File: src/cwps_pkg.sv
// ----------------------------------------------------------------------------
// cwps_pkg
// shared types and constants of the congestion window packet sender
// ----------------------------------------------------------------------------
package cwps_pkg;

   localparam int CHUNK_W   = 21;
   localparam int PAYLOAD_W = 16;
   localparam int SEQ_W     = 16;
   localparam int OFFSET_W  = 20;
   localparam int WINCFG_W  = 7;
   localparam int LIMIT_W   = SEQ_W + 1;

   localparam logic [CHUNK_W-1:0]   CHUNK_CAP     = CHUNK_W'(1048576);
   localparam logic [SEQ_W-1:0]     SEQ_MAX       = '1;
   localparam logic [15:0]          DUP_MAX       = '1;
   localparam logic [15:0]          DUP_LIMIT     = 16'd3;
   localparam logic [WINCFG_W-1:0]  MIN_THRESHOLD = WINCFG_W'(2);

   localparam logic [CHUNK_W-1:0]   RST_CHUNK_BYTES   = CHUNK_W'(524288);
   localparam logic [PAYLOAD_W-1:0] RST_MAX_PAYLOAD   = PAYLOAD_W'(1484);
   localparam logic [WINCFG_W-1:0]  RST_INIT_WINDOW   = WINCFG_W'(15);
   localparam logic [WINCFG_W-1:0]  RST_INIT_THRESH   = WINCFG_W'(64);

   localparam int CMD_DEPTH = 2;
   localparam int RSP_DEPTH = 4;

   typedef struct packed {
      logic              action;
      logic [SEQ_W-1:0]  ack_number;
   } req_type;

   typedef struct packed {
      logic [SEQ_W-1:0]     sequence_number;
      logic [OFFSET_W-1:0]  byte_offset;
      logic [PAYLOAD_W-1:0] payload_length;
      logic                 last_of_run;
      logic                 chunk_complete;
   } rsp_type;

   // effective configuration, chunk and payload already clamped
   typedef struct packed {
      logic [CHUNK_W-1:0]   chunk;
      logic [PAYLOAD_W-1:0] payload;
      logic [WINCFG_W-1:0]  init_window;
      logic [WINCFG_W-1:0]  init_threshold;
   } cfg_type;

   // front to back: send limit and optional reload of the send position
   typedef struct packed {
      logic                 reload;
      logic [SEQ_W-1:0]     last_acked;
      logic [LIMIT_W-1:0]   limit;
      logic [CHUNK_W-1:0]   offset;
   } cmd_type;

endpackage

File: src/cwps_fifo.sv
// ----------------------------------------------------------------------------
// cwps_fifo
// small register queue with push/full and pop/empty sides
// ----------------------------------------------------------------------------
module cwps_fifo #(
   parameter int WIDTH = 8,
   parameter int DEPTH = 2
) (
   input  logic             clock,
   input  logic             reset,
   input  logic             push,
   input  logic [WIDTH-1:0] push_data,
   output logic             full,
   input  logic             pop,
   output logic [WIDTH-1:0] pop_data,
   output logic             empty
);

   localparam int PTR_W = (DEPTH > 1) ? $clog2(DEPTH) : 1;
   localparam int CNT_W = $clog2(DEPTH + 1);

   logic [WIDTH-1:0] mem_ff [DEPTH];
   logic [PTR_W-1:0] wr_ptr_ff, wr_ptr_in;
   logic [PTR_W-1:0] rd_ptr_ff, rd_ptr_in;
   logic [CNT_W-1:0] count_ff, count_in;
   logic             do_push, do_pop;

   assign full     = (count_ff == CNT_W'(DEPTH));
   assign empty    = (count_ff == '0);
   assign do_push  = push && !full;
   assign do_pop   = pop && !empty;
   assign pop_data = mem_ff[rd_ptr_ff];

   always_comb begin
      wr_ptr_in = wr_ptr_ff;
      rd_ptr_in = rd_ptr_ff;
      count_in  = count_ff;
      if (do_push) begin
         wr_ptr_in = (wr_ptr_ff == PTR_W'(DEPTH - 1)) ? '0 : wr_ptr_ff + 1'b1;
      end
      if (do_pop) begin
         rd_ptr_in = (rd_ptr_ff == PTR_W'(DEPTH - 1)) ? '0 : rd_ptr_ff + 1'b1;
      end
      if (do_push && !do_pop) begin
         count_in = count_ff + 1'b1;
      end else if (do_pop && !do_push) begin
         count_in = count_ff - 1'b1;
      end
   end

   always_ff @(posedge clock) begin
      if (reset) begin
         wr_ptr_ff <= '0;
         rd_ptr_ff <= '0;
         count_ff  <= '0;
      end else begin
         wr_ptr_ff <= wr_ptr_in;
         rd_ptr_ff <= rd_ptr_in;
         count_ff  <= count_in;
      end
      if (do_push) begin
         mem_ff[wr_ptr_ff] <= push_data;
      end
   end

endmodule

File: src/cwps_front.sv
// ----------------------------------------------------------------------------
// cwps_front
// takes requests, runs duplicate ack and congestion window update,
// hands a send command to the back end
// ----------------------------------------------------------------------------
module cwps_front
   import cwps_pkg::*;
#(
   parameter int MAX_WINDOW = 64,
   parameter int FRAC_BITS  = 8
) (
   input  logic    clock,
   input  logic    reset,
   input  cfg_type cfg,
   input  logic    req_push,
   input  req_type req_data,
   output logic    req_full,
   output logic    cmd_push,
   output cmd_type cmd_data,
   input  logic    cmd_full
);

   localparam int WIN_W   = $clog2(MAX_WINDOW + 1) + FRAC_BITS;
   localparam int SUM_W   = WIN_W + 1;
   localparam int QUO_W   = FRAC_BITS + 1;
   localparam int CNT_W   = $clog2(FRAC_BITS + 1);
   localparam int CMP_W   = WINCFG_W + FRAC_BITS;
   localparam int RST_WIN = (int'(RST_INIT_WINDOW) > MAX_WINDOW) ?
                            MAX_WINDOW : int'(RST_INIT_WINDOW);

   localparam logic [WIN_W-1:0] ONE_FIXED = WIN_W'(1) << FRAC_BITS;
   localparam logic [WIN_W-1:0] CAP_FIXED = WIN_W'(MAX_WINDOW) << FRAC_BITS;
   localparam logic [WIN_W-1:0] RST_FIXED = WIN_W'(RST_WIN) << FRAC_BITS;
   localparam logic [WIN_W-1:0] REM_INIT  = WIN_W'(1) << (FRAC_BITS - 1);
   localparam logic [SUM_W-1:0] ROUND_UP  = SUM_W'((1 << FRAC_BITS) - 1);

   typedef enum logic [2:0] {
      S_IDLE,
      S_UPDATE,
      S_REWIND,
      S_DIV,
      S_ADD,
      S_PUSH
   } state_type;

   state_type             state_ff, state_in;
   logic                  action_ff, action_in;
   logic [SEQ_W-1:0]      ack_ff, ack_in;
   logic [SEQ_W-1:0]      la_ff, la_in;
   logic [15:0]           dup_ff, dup_in;
   logic [WIN_W-1:0]      win_ff, win_in;
   logic [WINCFG_W-1:0]   thr_ff, thr_in;
   logic                  reload_ff, reload_in;
   logic [CHUNK_W-1:0]    offset_ff, offset_in;
   logic [31:0]           prod_ff, prod_in;
   logic [WIN_W-1:0]      rem_ff, rem_in;
   logic [QUO_W-1:0]      quo_ff, quo_in;
   logic [CNT_W-1:0]      cnt_ff, cnt_in;

   logic [WINCFG_W-1:0]   iw_clamp;
   logic [WIN_W-1:0]      start_win;
   logic [15:0]           dup_next;
   logic [WIN_W-1:0]      half;
   logic [SUM_W-1:0]      win_sum;
   logic [SUM_W-1:0]      rem_sh;
   logic [SUM_W-1:0]      ceil_sum;

   always_comb begin
      if (cfg.init_window == '0) begin
         iw_clamp = WINCFG_W'(1);
      end else if (cfg.init_window > WINCFG_W'(MAX_WINDOW)) begin
         iw_clamp = WINCFG_W'(MAX_WINDOW);
      end else begin
         iw_clamp = cfg.init_window;
      end
      start_win = WIN_W'(iw_clamp) << FRAC_BITS;
   end

   assign dup_next = (ack_ff == la_ff) ? ((dup_ff != DUP_MAX) ? dup_ff + 16'd1 : dup_ff)
                                       : 16'd1;
   assign half     = win_ff >> (FRAC_BITS + 1);
   assign rem_sh   = {rem_ff, 1'b0};
   assign ceil_sum = SUM_W'(win_ff) + ROUND_UP;

   assign req_full = !(state_ff == S_IDLE && !cmd_full);
   assign cmd_push = (state_ff == S_PUSH);
   assign cmd_data = '{reload:     reload_ff,
                       last_acked: la_ff,
                       limit:      LIMIT_W'(la_ff) + LIMIT_W'(ceil_sum >> FRAC_BITS),
                       offset:     offset_ff};

   always_comb begin
      state_in  = state_ff;
      action_in = action_ff;
      ack_in    = ack_ff;
      la_in     = la_ff;
      dup_in    = dup_ff;
      win_in    = win_ff;
      thr_in    = thr_ff;
      reload_in = reload_ff;
      offset_in = offset_ff;
      prod_in   = prod_ff;
      rem_in    = rem_ff;
      quo_in    = quo_ff;
      cnt_in    = cnt_ff;
      win_sum   = '0;
      case (state_ff)
         S_IDLE: begin
            if (req_push && !req_full) begin
               action_in = req_data.action;
               ack_in    = req_data.ack_number;
               state_in  = S_UPDATE;
            end
         end
         S_UPDATE: begin
            if (!action_ff) begin
               la_in     = '0;
               dup_in    = 16'd1;
               win_in    = start_win;
               thr_in    = cfg.init_threshold;
               reload_in = 1'b1;
               offset_in = '0;
               state_in  = S_PUSH;
            end else begin
               la_in  = ack_ff;
               dup_in = dup_next;
               if (dup_next == DUP_LIMIT) begin
                  // third duplicate: collapse window, rewind
                  thr_in    = (half > WIN_W'(MIN_THRESHOLD)) ? WINCFG_W'(half) : MIN_THRESHOLD;
                  win_in    = ONE_FIXED;
                  reload_in = 1'b1;
                  prod_in   = 32'(ack_ff) * 32'(cfg.payload);
                  state_in  = S_REWIND;
               end else if (CMP_W'(win_ff) < (CMP_W'(thr_ff) << FRAC_BITS)) begin
                  win_sum   = SUM_W'(win_ff) + SUM_W'(ONE_FIXED);
                  win_in    = (win_sum > SUM_W'(CAP_FIXED)) ? CAP_FIXED : WIN_W'(win_sum);
                  reload_in = 1'b0;
                  state_in  = S_PUSH;
               end else begin
                  rem_in    = REM_INIT;
                  quo_in    = '0;
                  cnt_in    = CNT_W'(FRAC_BITS);
                  reload_in = 1'b0;
                  state_in  = S_DIV;
               end
            end
         end
         S_REWIND: begin
            offset_in = (prod_ff < 32'(cfg.chunk)) ? CHUNK_W'(prod_ff) : cfg.chunk;
            state_in  = S_PUSH;
         end
         S_DIV: begin
            // one quotient bit of one-squared over window
            if (rem_sh >= SUM_W'(win_ff)) begin
               rem_in = WIN_W'(rem_sh - SUM_W'(win_ff));
               quo_in = {quo_ff[QUO_W-2:0], 1'b1};
            end else begin
               rem_in = WIN_W'(rem_sh);
               quo_in = {quo_ff[QUO_W-2:0], 1'b0};
            end
            if (cnt_ff == '0) begin
               state_in = S_ADD;
            end else begin
               cnt_in = cnt_ff - 1'b1;
            end
         end
         S_ADD: begin
            win_sum  = SUM_W'(win_ff) + SUM_W'(quo_ff);
            win_in   = (win_sum > SUM_W'(CAP_FIXED)) ? CAP_FIXED : WIN_W'(win_sum);
            state_in = S_PUSH;
         end
         S_PUSH: begin
            state_in = S_IDLE;
         end
         default: begin
            state_in = S_IDLE;
         end
      endcase
   end

   always_ff @(posedge clock) begin
      if (reset) begin
         state_ff <= S_IDLE;
         la_ff    <= '0;
         dup_ff   <= 16'd1;
         win_ff   <= RST_FIXED;
         thr_ff   <= RST_INIT_THRESH;
      end else begin
         state_ff <= state_in;
         la_ff    <= la_in;
         dup_ff   <= dup_in;
         win_ff   <= win_in;
         thr_ff   <= thr_in;
      end
      action_ff <= action_in;
      ack_ff    <= ack_in;
      reload_ff <= reload_in;
      offset_ff <= offset_in;
      prod_ff   <= prod_in;
      rem_ff    <= rem_in;
      quo_ff    <= quo_in;
      cnt_ff    <= cnt_in;
   end

endmodule

File: src/cwps_back.sv
// ----------------------------------------------------------------------------
// cwps_back
// walks the send position, one packet descriptor per cycle if not rsp_full
// ----------------------------------------------------------------------------
module cwps_back
   import cwps_pkg::*;
(
   input  logic    clock,
   input  logic    reset,
   input  cfg_type cfg,
   input  logic    cmd_empty,
   input  cmd_type cmd_data,
   output logic    cmd_pop,
   output logic    rsp_push,
   output rsp_type rsp_data,
   input  logic    rsp_full
);

   logic                 busy_ff, busy_in;
   logic [SEQ_W-1:0]     ls_ff, ls_in;
   logic [CHUNK_W-1:0]   off_ff, off_in;
   logic [SEQ_W-1:0]     la_ff, la_in;
   logic [LIMIT_W-1:0]   limit_ff, limit_in;

   logic [CHUNK_W-1:0]   left;
   logic                 complete;
   logic [PAYLOAD_W-1:0] len;
   logic [SEQ_W-1:0]     ls_next;
   logic                 go;
   logic                 more;

   assign left     = cfg.chunk - off_ff;
   assign complete = (left <= CHUNK_W'(cfg.payload));
   assign len      = complete ? PAYLOAD_W'(left) : cfg.payload;
   assign ls_next  = ls_ff + 1'b1;

   assign go   = (ls_ff != SEQ_MAX) && (LIMIT_W'(ls_ff) < limit_ff) &&
                 (off_ff < cfg.chunk) && !(la_ff > ls_ff);
   assign more = (ls_next != SEQ_MAX) && (LIMIT_W'(ls_next) < limit_ff) && !complete;

   assign cmd_pop  = !busy_ff && !cmd_empty;
   assign rsp_push = busy_ff && go && !rsp_full;
   assign rsp_data = '{sequence_number: ls_next,
                       byte_offset:     off_ff[OFFSET_W-1:0],
                       payload_length:  len,
                       last_of_run:     !more,
                       chunk_complete:  complete};

   always_comb begin
      busy_in  = busy_ff;
      ls_in    = ls_ff;
      off_in   = off_ff;
      la_in    = la_ff;
      limit_in = limit_ff;
      if (cmd_pop) begin
         la_in    = cmd_data.last_acked;
         limit_in = cmd_data.limit;
         busy_in  = 1'b1;
         if (cmd_data.reload) begin
            ls_in  = cmd_data.last_acked;
            off_in = cmd_data.offset;
         end
      end else if (busy_ff) begin
         if (!go) begin
            busy_in = 1'b0;
         end else if (!rsp_full) begin
            ls_in   = ls_next;
            off_in  = off_ff + CHUNK_W'(len);
            busy_in = more;
         end
      end
   end

   always_ff @(posedge clock) begin
      if (reset) begin
         busy_ff  <= 1'b0;
         ls_ff    <= '0;
         off_ff   <= '0;
         la_ff    <= '0;
         limit_ff <= '0;
      end else begin
         busy_ff  <= busy_in;
         ls_ff    <= ls_in;
         off_ff   <= off_in;
         la_ff    <= la_in;
         limit_ff <= limit_in;
      end
   end

endmodule

File: src/congestion_window_packet_sender_top.sv
// ----------------------------------------------------------------------------
// congestion_window_packet_sender_top
// sliding window chunk sender with slow start, avoidance and fast rewind
//
//   port group  direction  handshake            payload
//   req_        in         req_push / req_full  req_data (action, ack_number)
//   rsp_        out        rsp_pop / rsp_empty  rsp_data (one packet descriptor)
//   csr_        in/out     apb write/read       4 registers at 0x0, 0x4, 0x8, 0xc
//
// front end: a start or slow start request goes through update and push, a rewind
// through update, rewind and push, and an avoidance update through update, the
// bit-serial divider, add and push; back end: takes a command, then one descriptor
// per cycle while the result queue has room, behind a 2-deep command queue
// rsp_ stalls back up through the result and command queues to req_full
// synchronous reset, no clearing pass
// ----------------------------------------------------------------------------
module congestion_window_packet_sender_top
   import cwps_pkg::*;
#(
   parameter int MAX_WINDOW = 64,
   parameter int FRAC_BITS  = 8
) (
   input  logic        clock,
   input  logic        reset,
   input  logic        req_push,
   input  req_type     req_data,
   output logic        req_full,
   output logic        rsp_empty,
   input  logic        rsp_pop,
   output rsp_type     rsp_data,
   input  logic        csr_psel,
   input  logic        csr_penable,
   input  logic        csr_pwrite,
   input  logic [3:0]  csr_paddr,
   input  logic [31:0] csr_pwdata,
   output logic [31:0] csr_prdata,
   output logic        csr_pready
);

   localparam logic [1:0] REG_CHUNK_BYTES  = 2'd0;
   localparam logic [1:0] REG_MAX_PAYLOAD  = 2'd1;
   localparam logic [1:0] REG_INIT_WINDOW  = 2'd2;
   localparam logic [1:0] REG_INIT_THRESH  = 2'd3;

   localparam int CMD_W = $bits(cmd_type);
   localparam int RSP_W = $bits(rsp_type);

   logic [CHUNK_W-1:0]   chunk_ff, chunk_in;
   logic [PAYLOAD_W-1:0] payload_ff, payload_in;
   logic [WINCFG_W-1:0]  iwin_ff, iwin_in;
   logic [WINCFG_W-1:0]  ithr_ff, ithr_in;

   logic                 csr_wr;
   cfg_type              cfg;

   logic                 cmd_push, cmd_full, cmd_pop, cmd_empty;
   cmd_type              cmd_wr, cmd_rd;
   logic                 res_push, res_full;
   rsp_type              res_wr;

   assign csr_pready = 1'b1;
   assign csr_wr     = csr_psel && csr_penable && csr_pwrite && csr_pready;

   always_comb begin
      chunk_in   = chunk_ff;
      payload_in = payload_ff;
      iwin_in    = iwin_ff;
      ithr_in    = ithr_ff;
      csr_prdata = '0;
      case (csr_paddr[3:2])
         REG_CHUNK_BYTES: begin
            csr_prdata = 32'(chunk_ff);
            if (csr_wr) begin
               chunk_in = csr_pwdata[CHUNK_W-1:0];
            end
         end
         REG_MAX_PAYLOAD: begin
            csr_prdata = 32'(payload_ff);
            if (csr_wr) begin
               payload_in = csr_pwdata[PAYLOAD_W-1:0];
            end
         end
         REG_INIT_WINDOW: begin
            csr_prdata = 32'(iwin_ff);
            if (csr_wr) begin
               iwin_in = csr_pwdata[WINCFG_W-1:0];
            end
         end
         REG_INIT_THRESH: begin
            csr_prdata = 32'(ithr_ff);
            if (csr_wr) begin
               ithr_in = csr_pwdata[WINCFG_W-1:0];
            end
         end
         default: begin
            csr_prdata = '0;
         end
      endcase
   end

   always_ff @(posedge clock) begin
      if (reset) begin
         chunk_ff   <= RST_CHUNK_BYTES;
         payload_ff <= RST_MAX_PAYLOAD;
         iwin_ff    <= RST_INIT_WINDOW;
         ithr_ff    <= RST_INIT_THRESH;
      end else begin
         chunk_ff   <= chunk_in;
         payload_ff <= payload_in;
         iwin_ff    <= iwin_in;
         ithr_ff    <= ithr_in;
      end
   end

   // clamped view of the registers
   assign cfg = '{chunk:          (chunk_ff > CHUNK_CAP) ? CHUNK_CAP : chunk_ff,
                  payload:        (payload_ff == '0) ? PAYLOAD_W'(1) : payload_ff,
                  init_window:    iwin_ff,
                  init_threshold: ithr_ff};

   cwps_front #(
      .MAX_WINDOW (MAX_WINDOW),
      .FRAC_BITS  (FRAC_BITS)
   ) u_front (
      .clock    (clock),
      .reset    (reset),
      .cfg      (cfg),
      .req_push (req_push),
      .req_data (req_data),
      .req_full (req_full),
      .cmd_push (cmd_push),
      .cmd_data (cmd_wr),
      .cmd_full (cmd_full)
   );

   cwps_fifo #(
      .WIDTH (CMD_W),
      .DEPTH (CMD_DEPTH)
   ) u_cmd_q (
      .clock     (clock),
      .reset     (reset),
      .push      (cmd_push),
      .push_data (cmd_wr),
      .full      (cmd_full),
      .pop       (cmd_pop),
      .pop_data  (cmd_rd),
      .empty     (cmd_empty)
   );

   cwps_back u_back (
      .clock     (clock),
      .reset     (reset),
      .cfg       (cfg),
      .cmd_empty (cmd_empty),
      .cmd_data  (cmd_rd),
      .cmd_pop   (cmd_pop),
      .rsp_push  (res_push),
      .rsp_data  (res_wr),
      .rsp_full  (res_full)
   );

   cwps_fifo #(
      .WIDTH (RSP_W),
      .DEPTH (RSP_DEPTH)
   ) u_rsp_q (
      .clock     (clock),
      .reset     (reset),
      .push      (res_push),
      .push_data (res_wr),
      .full      (res_full),
      .pop       (rsp_pop),
      .pop_data  (rsp_data),
      .empty     (rsp_empty)
   );

endmodule
File: config.mk
export PLATFORM = sky130hd
export DESIGN_NAME = congestion_window_packet_sender_top
export DESIGN_NICKNAME = d
export VERILOG_FILES = /design/src/cwps_pkg.sv /design/src/cwps_fifo.sv /design/src/cwps_front.sv /design/src/cwps_back.sv /design/src/congestion_window_packet_sender_top.sv
export SDC_FILE = /design/constraint.sdc
export NUM_CORES = 2
export LEC_CHECK = 0
export BUFFER_PORTS_ARGS = -buffer_cell sky130_fd_sc_hd__buf_4
export CELL_PAD_IN_SITES_DETAIL_PLACEMENT = 1
export CELL_PAD_IN_SITES_GLOBAL_PLACEMENT = 2
export CORE_UTILIZATION = 40
export DETAILED_ROUTE_END_ITERATION = 12
export PLACE_DENSITY_LB_ADDON = 0.12
export SLEW_MARGIN = 10
export SYNTH_ARGS = -nofsm -noshare
export SYNTH_HDL_FRONTEND = slang
export SYNTH_SLANG_ARGS = --single-unit
File: constraint.sdc
create_clock -name clock -period 10.8 [get_ports clock]
set_input_delay 1.62 -clock clock [delete_from_list [all_inputs] [get_ports clock]]
set_output_delay 1.62 -clock clock [all_outputs]
set_load 0.1 [all_outputs]
==> flow_metrics.tcl <==
set metrics [dict create \
    status "complete, but fails checks" \
    violations "DRC" \
    nets 4274 \
    hold_viol_final 0 \
    chipWidth_um 315 \
    rsz0062_at_grt "no" \
    reg2reg_slack_ns 1.60 \
    syn_area_um2 39200 \
    timing.final.crit_share_pct 85.2 \
    post_cts_buffers 0 \
    routedWlPerCell_um 23.1 \
    drv_slew 0 \
    max_freq_mhz 109 \
    max_stage_delay_ns 0.54 \
    reg2regPathDepth 37 \
    path_clk_slew_ns 0.06 \
    setup_viol 0 \
    tns_ns 0 \
    p_leak_nw 17.4 \
    die_h_um 315 \
    grt_pass1_vias 30000 \
    cts.path.max_buffers 3 \
    cts_resized 0 \
    grt_max_degree 78 \
    grt-ovfl-total 0 \
    fin_ws_ns 1.60 \
    drc 24 \
    cp_data_arrival_time_ns 9.73 \
    syn_avg_cell_area_um2 10.7 \
    finalClockSkew_ns 0.0328 \
    post-dp-hpwl_mm 85.8 \
    coreArea_um2 96900 \
    period_minus_slack_ns 9.20 \
    num_io_pins 149 \
    port_buffers 123 \
    cp_common_cell "o21ai_0" \
    dieArea_um2 99300 \
    syn_inst 3676 \
    async_flop_share_pct 0 \
    hold_class "register to register" \
    path_max_fanout 13 \
    total_power_w 0.0154 \
    insertion_delay_ns 0.66 \
    synthFlopType "edfxtp_1" \
    critPathSlowestCell "mux2i_1" \
    maxCapViolCount 0 \
    yosys.cell_types.count 92 \
    start_util_pct 40.5 \
    cts_tree "yes" \
    worstMarginPinSlew_ns 1.20 \
    cts_sinks 618 \
    critPathKind "register to register" \
    vias 28000 \
    track_usage_pct 24.0 \
    vias_per_cell 5.52 \
    place_worst_setup_slack_ns 1.61 \
    routed_wl_mm 117 \
    maxSlewHeadroom_pct 20.0 \
    ys.warnings.count 0 \
    antenna_found_initial 2 \
    drive_above_1_share_pct 10.7 \
    cts_inserted_buffers 73 \
    ys_seq_elements 618 \
    syn_to_final_growth_pct 11.8 \
    vdd_drop_max_uv 478 \
    drtAntennaViolNets 0 \
    hold_path_depth 0 \
    htreeDepth 3 \
    p_per_area_nw_per_um2 351 \
    dr.pass1.iters 9 \
    synth_edf_count 425 \
    grt_pass1_wl_mm 182 \
    cts_hold_buf 0 \
    crit_path_end_kind "register" \
    drt_iter0_drc 1564 \
    gp_congestion 0.874 \
    root_buffer "clkbuf_16" \
    placementRows 114 \
    worst_ep_required_time_ns 11.33 \
    ys_seq_area_share_pct 42.4 \
    start_kind "register" \
]
## cell type report
class | instances | area (um^2)
Multi-Input combinational cell | 2490 | 20400
Fill cell | 10400 | 53000
Antenna cell | 1 | 2.50
Sequential cell | 618 | 16600
Timing Repair Buffer | 174 | 1310
Tap cell | 1276 | 1600
Clock inverter | 37 | 408
Inverter | 382 | 1430
Clock buffer | 96 | 2020
## synth_stat cells, types with 8 or more instances
library cell | n | area (um^2)
a211oi_1 | 76 | 571
a21o_1 | 44 | 330
a21oi_1 | 208 | 1040
a22o_1 | 11 | 96.3
a31oi_1 | 16 | 100
and2_1 | 110 | 688
and3_1 | 25 | 156
and4_1 | 9 | 78.8
buf_1 | 19 | 71.3
buf_2 | 9 | 45.0
buf_4 | 16 | 120
clkbuf_1 | 147 | 552
dfxtp_1 | 193 | 3860
edfxtp_1 | 425 | 12800
fa_1 | 200 | 4000
ha_1 | 275 | 3440
inv_1 | 379 | 1420
mux2_2 | 18 | 203
mux2i_1 | 115 | 1150
mux4_2 | 61 | 1370
nand2_1 | 378 | 1420
nand2b_1 | 17 | 106
nand3_1 | 62 | 310
nand4_1 | 30 | 188
nor2_1 | 259 | 972
nor2b_1 | 29 | 181
nor3_1 | 75 | 375
nor4_1 | 28 | 175
o211ai_1 | 20 | 150
o21a_1 | 26 | 195
o21ai_0 | 88 | 440
o21bai_1 | 14 | 105
o22ai_1 | 8 | 50.1
o31ai_1 | 11 | 82.6
or3_1 | 10 | 62.6
or4_1 | 9 | 67.6
xnor2_1 | 110 | 963
xor2_1 | 25 | 219
## placed cells by master, fill, tap and decap left out, drive strengths merged, types with 9 or more instances in the layout
cell / count
dfxtp: 193
nor3: 76
or3: 11
clkinv: 23
fa: 200
nand3: 62
o21a: 26
nor2: 259
o21bai: 14
ha: 275
and2: 111
edfxtp: 425
a211oi: 80
inv: 385
nor2b: 29
o31ai: 11
a22o: 11
and3: 25
xor2: 25
o21ai: 90
and4: 9
o211ai: 21
a21o: 44
nand4: 31
nand2b: 17
clkbuf: 96
nand2: 379
or4: 9
nor4: 30
buf: 174
mux2i: 115
mux2: 18
mux4: 61
a21oi: 210
a31oi: 16
conb: 12
xnor2: 110
## per-stage QoR
stage                     hold slack, ns  utilization, %  area [um^2]  cells
final                              0.449            45.3        43900   5074
after global routing               0.459            45.3        43800   5073
after CTS                          0.450            45.3        43800   5073
after detailed placement           0.435            42.8        41400   4940
after global placement             0.422            42.8        41400   4940
after floorplan                    0.421               -        39300   3686
## worst max-delay path, delay by kind of cell (launching register included)
family / cells / cell delay, ns
flops: 1 / 0.29
fa+ha+maj: 5 / 1.59
compound gates: 16 / 3.93
mux: 1 / 0.54
simple gates: 11 / 2.08
xor+xnor: 1 / 0.19
buf+inv: 3 / 0.44
## path summary, 6_finish.rpt
kind / startpoint / to
worst max register to register: chunk_ff[0] / u_back.off_ff[18]
worst max-delay path: chunk_ff[0] / u_back.off_ff[18]
worst min register to register: u_front.offset_ff[3] / u_cmd_q.mem_ff[0][3]
worst min-delay path: u_front.offset_ff[3] / u_cmd_q.mem_ff[0][3]
## report_power, final
group,switching (W),internal (W)
Combinational,0.00592,0.00343
Clock,0.00103,0.00149
Sequential,0.000304,0.00320
Total,0.00725,0.00812
## registers in the layout (all words and copies together), names as in the netlist, 4 cells and up, named ones only
register,count
chunk_ff,21
ithr_ff,7
u_front.win_ff,15
u_back.la_ff,16
u_front.la_ff,16
u_front.offset_ff,21
u_front.prod_ff,32
u_cmd_q.mem_ff,110
u_back.off_ff,21
u_back.ls_ff,16
payload_ff,16
u_rsp_q.mem_ff,216
u_front.cnt_ff,4
u_front.thr_ff,7
u_back.limit_ff,17
iwin_ff,7
u_front.ack_ff,16
u_front.quo_ff,9
u_front.dup_ff,16
u_front.rem_ff,15
## layer usage
layer | vias up | GRT usage, % | wire (um)
met1 | 14400 | 33.5 | 54800
met2 | 558 | 39.4 | 55100
met3 | 131 | 2.95 | 5040
met5 | - | 0 | 0
li1 | 12900 | - | -
met4 | 0 | 5.84 | 2230
## logic make-up (layout without fill, tap and decap cells)
family / Yosys count / after routing / share of synthesized area [%]
simple gates: 1069 / 1069 / 12.8
buf+inv: 578 / 689 / 5.75
xor+xnor: 135 / 135 / 3.01
other cells: 2 / 13 / 0.0191
compound gates: 605 / 605 / 10.1
mux: 194 / 194 / 6.95
fa+ha+maj: 475 / 475 / 19.0
flops: 618 / 618 / 42.4
Note: power is estimated with default switching activity, not from simulation.
